==> src/rtl/arow_div.sv <==
// ----------------------------------------------------------------------------
// arow_div
// Iterative restoring divider, one quotient bit per cycle.
// ----------------------------------------------------------------------------
`default_nettype none

module arow_div (
  input  wire logic        clk,
  input  wire logic        rst,
  input  wire logic        start,
  input  wire logic [63:0] dividend,
  input  wire logic [63:0] divisor,
  output logic             done,
  output logic      [63:0] quotient
);

  logic [64:0] rem;
  logic [63:0] dvs;
  logic [6:0]  cnt;
  logic        busy;
  logic [64:0] shifted;

  assign shifted = {rem[63:0], quotient[63]};

  // Control: count the 64 steps and flag the last one.
  always_ff @(posedge clk) begin
    if (rst) begin
      busy <= 1'b0;
      cnt  <= '0;
      done <= 1'b0;
    end else begin
      done <= 1'b0;
      if (start) begin
        busy <= 1'b1;
        cnt  <= '0;
      end else if (busy) begin
        cnt <= cnt + 7'd1;
        if (cnt == 7'd63) begin
          busy <= 1'b0;
          done <= 1'b1;
        end
      end
    end
  end

  // Datapath: the quotient register also shifts out the dividend bits.
  always_ff @(posedge clk) begin
    if (start) begin
      rem      <= '0;
      dvs      <= divisor;
      quotient <= dividend;
    end else if (busy) begin
      if (shifted >= {1'b0, dvs}) begin
        rem      <= shifted - {1'b0, dvs};
        quotient <= {quotient[62:0], 1'b1};
      end else begin
        rem      <= shifted;
        quotient <= {quotient[62:0], 1'b0};
      end
    end
  end

endmodule

`default_nettype wire

==> config.mk <==
export PLATFORM = sky130hd
export DESIGN_NAME = arow_div
export DESIGN_NICKNAME = d
export VERILOG_FILES = /design/src/rtl/arow_div.sv
export SDC_FILE = /design/constraint.sdc
export NUM_CORES = 1
export LEC_CHECK = 0
export BUFFER_PORTS_ARGS = -buffer_cell sky130_fd_sc_hd__buf_2
export CORE_ASPECT_RATIO = 1.1
export CORE_UTILIZATION = 45
export CTS_CLUSTER_DIAMETER = 150
export CTS_CLUSTER_SIZE = 12
export DETAILED_ROUTE_END_ITERATION = 16
export PLACE_DENSITY = 0.77
export SYNTH_ARGS = -nofsm -noshare
export SYNTH_HDL_FRONTEND = slang
export SYNTH_SLANG_ARGS = --single-unit
export TNS_END_PERCENT = 10
==> constraint.sdc <==
create_clock -name clk -period 3.6 [get_ports clk]
set_input_delay 0.18 -clock clk [delete_from_list [all_inputs] [get_ports clk]]
set_output_delay 0.18 -clock clk [all_outputs]
set_load 0.02 [all_outputs]
==> impl_metrics.yaml, run 1 <==
global_route:
  overflow_left_after_global_routing: 0
  grt_start_max_net_pins: 89
  initial_antenna_violation_count: 0
  track_usage: 0.249
  wire_length_of_the_first_global_routing_pass_mm: 54.5
  first_global_vias: 10800
sta:
  totalNegativeSetupSlack_ns: 0
  period_minus_slack_ns: 3.41
  final_critical_path_share_of_the_clock_period: 0.948
  achievable-frequency_mhz: 293
  finalHoldViolCount: 0
  max-slew-margin-rel: 0.546
  final.hold.worst_slack_ns: 0.0149
  grt_setup_unrepaired: "false"
  finalMaxSlewViolations: 0
  tightest_slew_ns: 0.679
  finalClockSkew_ns: 0.0139
  finalSetupViolCount: 0
layout:
  layout.filler_cells: 2260
  insertedDiodeCount: 0
  layout.cell_area.non_filler_um2: 15300
  layout-area-overhead-vs-synth_pct: 27.3
  layout_commonest_cell: "sky130_fd_sc_hd__buf_2"
  post_route_cells_drive_above_1_share: 0.225
  multi_input_comb_area_um2: 6050
  fin_util: 0.584
  final_nets: 1705
  layout.area.seq_um2: 5310
  most-common-layout-cells: "194 x sky130_fd_sc_hd__buf_2, 128 x sky130_fd_sc_hd__edfxtp_1, 125 x sky130_fd_sc_hd__dlygate4sd3_1, 98 x sky130_fd_sc_hd__nor2_1, 90 x sky130_fd_sc_hd__a21oi_1"
critical_path:
  timing.critical_path.cells: "inv_1, ha_1, nand4_4, or3_4, nor3_2, nand4_1, or4_4, o21ai_4, a21oi_2, buf_4, a2111o_1, a311oi_2"
  critical_path_s_slowest_cell: "sky130_fd_sc_hd__or4_4"
  start_kind: "flop"
  crit_path_dat_ns: 3.82
  setup.worst_path.end_class: "flop"
  cp.required_ns: 4.01
  critical_path_buf_inv_count: 2
  critical-path-top-delay-family: "simple AND/OR/NAND/NOR gates"
  worstSetupPathType: "flop to flop"
  worst_r2r_start: "dvs[18]"
  critical_path.startpoint: "dvs[18]"
  cp_slowest_stage_delay_ns: 0.52
  timing.reg2reg.worst_path_depth: 12
  critical_path.max_fanout: 8
  worstReg2RegEnd: "rem[45]"
  worst-r2r-setup-slack_ns: 0.19
placed_design:
  placement.io_buffers: 195
  detailed_place_hpwl_mm: 23.4
  post_dp_cell_area_um2: 13400
  routability_cong: 0.915
route:
  vias_per_inst: 5.54
  route.detailed.drc: 0
  dr.first_iter.drc_count: 500
  detailedRoute.firstPassIterationCount: 5
  ant_nets: 0
  wirelength_mm: 33.8
  route.detailed.wl_per_inst_um: 18.0
  route.vias.total: 10400
synthesis:
  synth_largest_area_cell: "sky130_fd_sc_hd__edfxtp_1"
  synthFlopType: "sky130_fd_sc_hd__edfxtp_1"
  synthesis.yosys.warnings: 0
  syn_avg_cell_area_um2: 10.0
  synth_largest_type_area_fraction: 0.321
  asyncSetResetFlopFracSynth: 0
  seq_area_frac_synth: 0.442
  post_synth_instance_area_um2: 12000
  netlist_instances: 1196
  yosysUniqueCellTypes: 69
  synth-edff-count: 128
  synth.ff_latch_count: 201
  netlist_top_cells_area: "sky130_fd_sc_hd__edfxtp_1 32%, sky130_fd_sc_hd__dfxtp_1 12%, sky130_fd_sc_hd__ha_1 6.8%"
  synthesis.nets: 1393
outcome:
  status: "completed"
clock_network:
  h_tree_depth_reported_by_cts: 1
  tritoncts_clock_tree: "yes"
  cts_made_buffers: 20
  clkTransAtPathRegs_ns: 0.07
  clock-root-buffer: "sky130_fd_sc_hd__clkbuf_16"
  clk_lat_worst_skew_ns: 0.51
  clockBufferDepth: 3
  cts_sinks: 201
power_and_ir_drop:
  static-leakage-power_uw: 0.00644
  power.density_cell_area_nw_per_um2: 441
  maximum_vdd_ir_drop_uv: 344
floorplan:
  die_height_um: 173
  fp-row-count: 62
  fp.dieArea_um2: 27300
  initial_core_util: 0.459
  die_w_um: 158
  io_pins: 196
  coreArea_um2: 26100
hold_path:
  worstHoldPathType: "input port to flop"
  min_delay_path_depth: 2
  timing.hold.worst_endpoint: "quotient[53]"
  holdCritStartpoint: "dividend[53]"
flow_run:
  max_cap_violations: 0
cell families (layout without fill, tap and decap cells):
group,count (synthesis),after routing,share of synthesized area
AO/OA/AOI/OAI,318,318,0.175
XOR/XNOR,62,62,0.0453
adder cells (fa/ha/maj),66,66,0.0695
buffers and inverters,152,478,0.0561
flip-flops,201,201,0.442
multiplexers,111,111,0.0994
AND/OR/NAND/NOR,286,286,0.112
layout make-up:
type,count,share of cell area
Tap cell,352,0.0289
Timing Repair Buffer,355,0.168
Multi-Input combinational cell,843,0.396
Inverter,87,0.0214
Sequential cell,201,0.348
Clock inverter,1,0.000328
Clock buffer,35,0.0379
how the worst max path moves through the flow:
stage,slack (ns),to,cells after the start
2_1_floorplan,0.48,quotient[0],12
3_3_place_gp,0.10,rem[45],13
3_5_place_dp,0.07,rem[45],13
4_1_cts,0.02,rem[45],12
5_1_grt,0.005,rem[45],12
6_report,0.19,rem[45],12
state kept, by name, summed over array words and instances (netlist names):
signal    cells
quotient     64
cnt           7
rem          64
busy          1
done          1
dvs          64
synthesized netlist by cell type (9+ instances only):
cell type / count
sky130_fd_sc_hd__dfxtp_1: 73
sky130_fd_sc_hd__nand2_1: 74
sky130_fd_sc_hd__a21oi_1: 92
sky130_fd_sc_hd__inv_1: 86
sky130_fd_sc_hd__o21a_1: 12
sky130_fd_sc_hd__ha_1: 65
sky130_fd_sc_hd__xor2_1: 30
sky130_fd_sc_hd__nor2_1: 99
sky130_fd_sc_hd__nand4_1: 22
sky130_fd_sc_hd__mux2_2: 65
sky130_fd_sc_hd__a211oi_1: 51
sky130_fd_sc_hd__xnor2_1: 32
sky130_fd_sc_hd__o21ai_0: 47
sky130_fd_sc_hd__and3_1: 13
sky130_fd_sc_hd__clkbuf_1: 52
sky130_fd_sc_hd__o21bai_1: 15
sky130_fd_sc_hd__mux2i_1: 46
sky130_fd_sc_hd__nor3_1: 13
sky130_fd_sc_hd__a32oi_1: 10
sky130_fd_sc_hd__a31oi_1: 9
sky130_fd_sc_hd__edfxtp_1: 128
sky130_fd_sc_hd__nand3_1: 24
sky130_fd_sc_hd__a21o_1: 26
sky130_fd_sc_hd__nand2b_1: 11
where the power goes:
group / switching, uW / leakage (uW) / internal [uW]
registers: 124 / 0.00187 / 2680
clock network: 892 / 0.000279 / 1090
logic: 1100 / 0.00429 / 848
metal layers:
| layer | track usage | share of wire | up-vias |
|---|---|---|---|
| met2 | 0.445 | 0.50 | 357 |
| met3 | 0.0493 | 0.067 | 59 |
| met5 | 0 | 0 | - |
| li1 | - | - | 5014 |
| met1 | 0.297 | 0.41 | 4960 |
| met4 | 0.0724 | 0.024 | 0 |
stage by stage:
stage | total power, uW | instances | worst slack [ns]
2_1_floorplan | 4130 | 1196 | 0.482
3_3_place_gp | 4600 | 1709 | 0.100
3_5_place_dp | 4640 | 1709 | 0.0675
4_1_cts | 6730 | 1870 | 0.0237
5_1_grt | 7070 | 1874 | 0.00536
6_report | 6740 | 1874 | 0.187
what timing repair did:
action / 4_1_cts / 5_1_grt
hold buffers: 125 / 0
resized for setup: 0 / 6
endpoints found under the hold margin: 125 / 0
setup buffers: 0 / 4
setup endpoints to repair: 0 / 46
No activity file was read; power rests on OpenSTA's default activity.
==> inputs of run 2 (changes only) <==
Settings changed: PLACE_DENSITY 0.77 to unset, PLACE_DENSITY_LB_ADDON set to 0.3.
==> run 2 against run 1 <==
  * Critical path depth unchanged
  * Die area stayed put
  * Hold slack gained 0.015 ns
  * Critical path type unchanged
  * Critical endpoint is now rem[35]
  * Largest power group unchanged
==> impl_metrics.yaml, run 2 (synthesized netlist as in run 1, its figures left out) <==
critical_path:
  path_common_cell: "sky130_fd_sc_hd__a21oi_1"
  worst_r2r_start: "rem[43]"
  critical_path.startpoint: "rem[43]"
  timing.critical_path.cells: "ha_1, a21oi_1, o21bai_1, a21oi_1, o21ai_0, a41o_1, a221oi_1, a21bo_2, a21o_4, buf_4, mux2i_1, a211oi_1"
  worstReg2RegEnd: "rem[35]"
  cp.required_ns: 4.02
  critical_path.max_fanout: 11
  critical_path_buf_inv_count: 1
  crit_path_dat_ns: 3.86
  critical_path_s_slowest_cell: "sky130_fd_sc_hd__a41o_1"
  timing.reg2reg.worst_path_depth: 12
  critical-path-top-delay-family: "compound AO/OA/AOI/OAI gates"
  setup.worst_path.end_class: "flop"
  worstSetupPathType: "flop to flop"
  cp_slowest_stage_delay_ns: 0.35
  start_kind: "flop"
  worst-r2r-setup-slack_ns: 0.16
route:
  met2RoutedLength_mm: 16.2
  dr_wl_met3_mm: 2.18
  ant_nets: 0
  route.vias.total: 10400
  detailedRoute.firstPassIterationCount: 5
  top_layer_used: "met4"
  route.detailed.drc: 0
  met1Wirelength_mm: 14.2
  route.detailed.wl_per_inst_um: 17.8
  wirelength_mm: 33.4
  vias_per_inst: 5.52
  dr.first_iter.drc_count: 661
floorplan:
  coreArea_um2: 26100
  fp.dieArea_um2: 27300
  io_pins: 196
  die_height_um: 173
  die_w_um: 158
  initial_core_util: 0.459
  fp-row-count: 62
power_and_ir_drop:
  power.net_switching_uw: 2130
  sw_frac_of_total: 0.316
  maximum_vdd_ir_drop_uv: 293
  power.density_cell_area_nw_per_um2: 442
  share_comb_of_total_power: 0.289
  static-leakage-power_uw: 0.00646
  sequential_share_of_power: 0.417
  pwr-share-clk: 0.294
  p_int_uw: 4620
hold_path:
  worstHoldPathType: "input port to flop"
  holdCritStartpoint: "dividend[63]"
  min_delay_path_depth: 2
  timing.hold.worst_endpoint: "quotient[63]"
layout:
  layout_top_registers: "dvs (64), quotient (64), rem (64)"
  layout_commonest_cell: "sky130_fd_sc_hd__buf_2"
  most-common-layout-cells: "194 x sky130_fd_sc_hd__buf_2, 128 x sky130_fd_sc_hd__edfxtp_1, 126 x sky130_fd_sc_hd__dlygate4sd3_1, 98 x sky130_fd_sc_hd__nor2_1, 91 x sky130_fd_sc_hd__a21oi_1"
  post_route_cells_drive_above_1_share: 0.225
  fin_util: 0.584
  final_nets: 1710
  layout-area-overhead-vs-synth_pct: 27.3
  insertedDiodeCount: 0
clock_network:
  clkTransAtPathRegs_ns: 0.07
  cts_sinks: 201
  clk_lat_worst_skew_ns: 0.51
  tritoncts_clock_tree: "yes"
  clock-root-buffer: "sky130_fd_sc_hd__clkbuf_16"
  h_tree_depth_reported_by_cts: 1
  clockBufferDepth: 3
  cts_made_buffers: 20
global_route:
  initial_antenna_violation_count: 0
  overflow_left_after_global_routing: 0
  wire_length_of_the_first_global_routing_pass_mm: 52.3
  first_global_vias: 10400
  grt_start_max_net_pins: 72
  track_usage: 0.240
placed_design:
  routability_cong: 0.930
  placement.io_buffers: 195
  detailed_place_hpwl_mm: 22.6
flow_run:
  max_cap_violations: 0
sta:
  period_minus_slack_ns: 3.44
  achievable-frequency_mhz: 291
  tightest_slew_ns: 0.786
  max-slew-margin-rel: 0.475
  totalNegativeSetupSlack_ns: 0
  grt_setup_unrepaired: "false"
  final_critical_path_share_of_the_clock_period: 0.956
  finalMaxSlewViolations: 0
  finalClockSkew_ns: 0.0184
  finalHoldViolCount: 0
  finalSetupViolCount: 0
outcome:
  status: "completed"
[run 2: through the flow]
step           std cells  worst slack [ns]  power [uW]  instance area [um^2]  hold WS, ns
6_report            1878             0.159        6750                 15300       0.0297
5_1_grt             1878           0.00592        7080                 15300      0.00270
4_1_cts             1872            0.0671        6740                 15200      0.00403
3_5_place_dp        1711            0.0870        4640                 13400        0.358
3_3_place_gp        1711             0.159        4620                 13400        0.356
2_1_floorplan       1196             0.482        4130                 12000        0.249
[run 2: power groups by stage]
stage | clock, uW | combinational (uW) | sequential, uW
after floorplan | 0 | 1210 | 2910
after detailed placement | 0 | 1790 | 2850
after CTS | 2020 | 1910 | 2810
after global placement | 0 | 1770 | 2850
after global routing | 2120 | 2130 | 2840
final | 1980 | 1950 | 2810
[run 2: what timing repair did]
| item | 4_1_cts | 5_1_grt |
|---|---|---|
| gates resized for setup | 0 | 4 |
| endpoints found under the setup margin | 0 | 45 |
| hold buffers | 126 | 0 |
| buffers inserted | 0 | 5 |
| hold endpoints to repair | 126 | 0 |
[run 2: how the worst max path moves through the flow]
stage	to	slack [ns]	depth (start not counted)
after floorplan	quotient[0]	0.48	12
after global placement	rem[37]	0.16	12
after detailed placement	rem[35]	0.09	12
after CTS	rem[35]	0.07	12
after global routing	rem[44]	0.006	13
final	rem[35]	0.16	12
[run 2: worst register-to-register path: stages, from the launching register on]
cell	delay, ns
sky130_fd_sc_hd__dfxtp_1	0.33
sky130_fd_sc_hd__ha_1	0.32
sky130_fd_sc_hd__a21oi_1	0.22
sky130_fd_sc_hd__o21bai_1	0.09
sky130_fd_sc_hd__a21oi_1	0.19
sky130_fd_sc_hd__o21ai_0	0.24
sky130_fd_sc_hd__a41o_1	0.35
sky130_fd_sc_hd__a221oi_1	0.35
sky130_fd_sc_hd__a21bo_2	0.34
sky130_fd_sc_hd__a21o_4	0.34
sky130_fd_sc_hd__buf_4	0.20
sky130_fd_sc_hd__mux2i_1	0.13
sky130_fd_sc_hd__a211oi_1	0.25
[run 2: area by class of cell]
type                       instances  area (um^2)
clock inverter                     1         5.00
multi-input combinational        844         6030
tap                              352          440
sequential                       201         5310
timing repair buffer             359         2580
fill                            2236        10900
clock buffer                      34          574
inverter                          87          327
[run 2: per-layer routing]
layer	up-vias	global-route usage
met2	342	0.417
met4	0	0.0704
met5	-	0
li1	5038	-
met3	55	0.0465
met1	4936	0.299
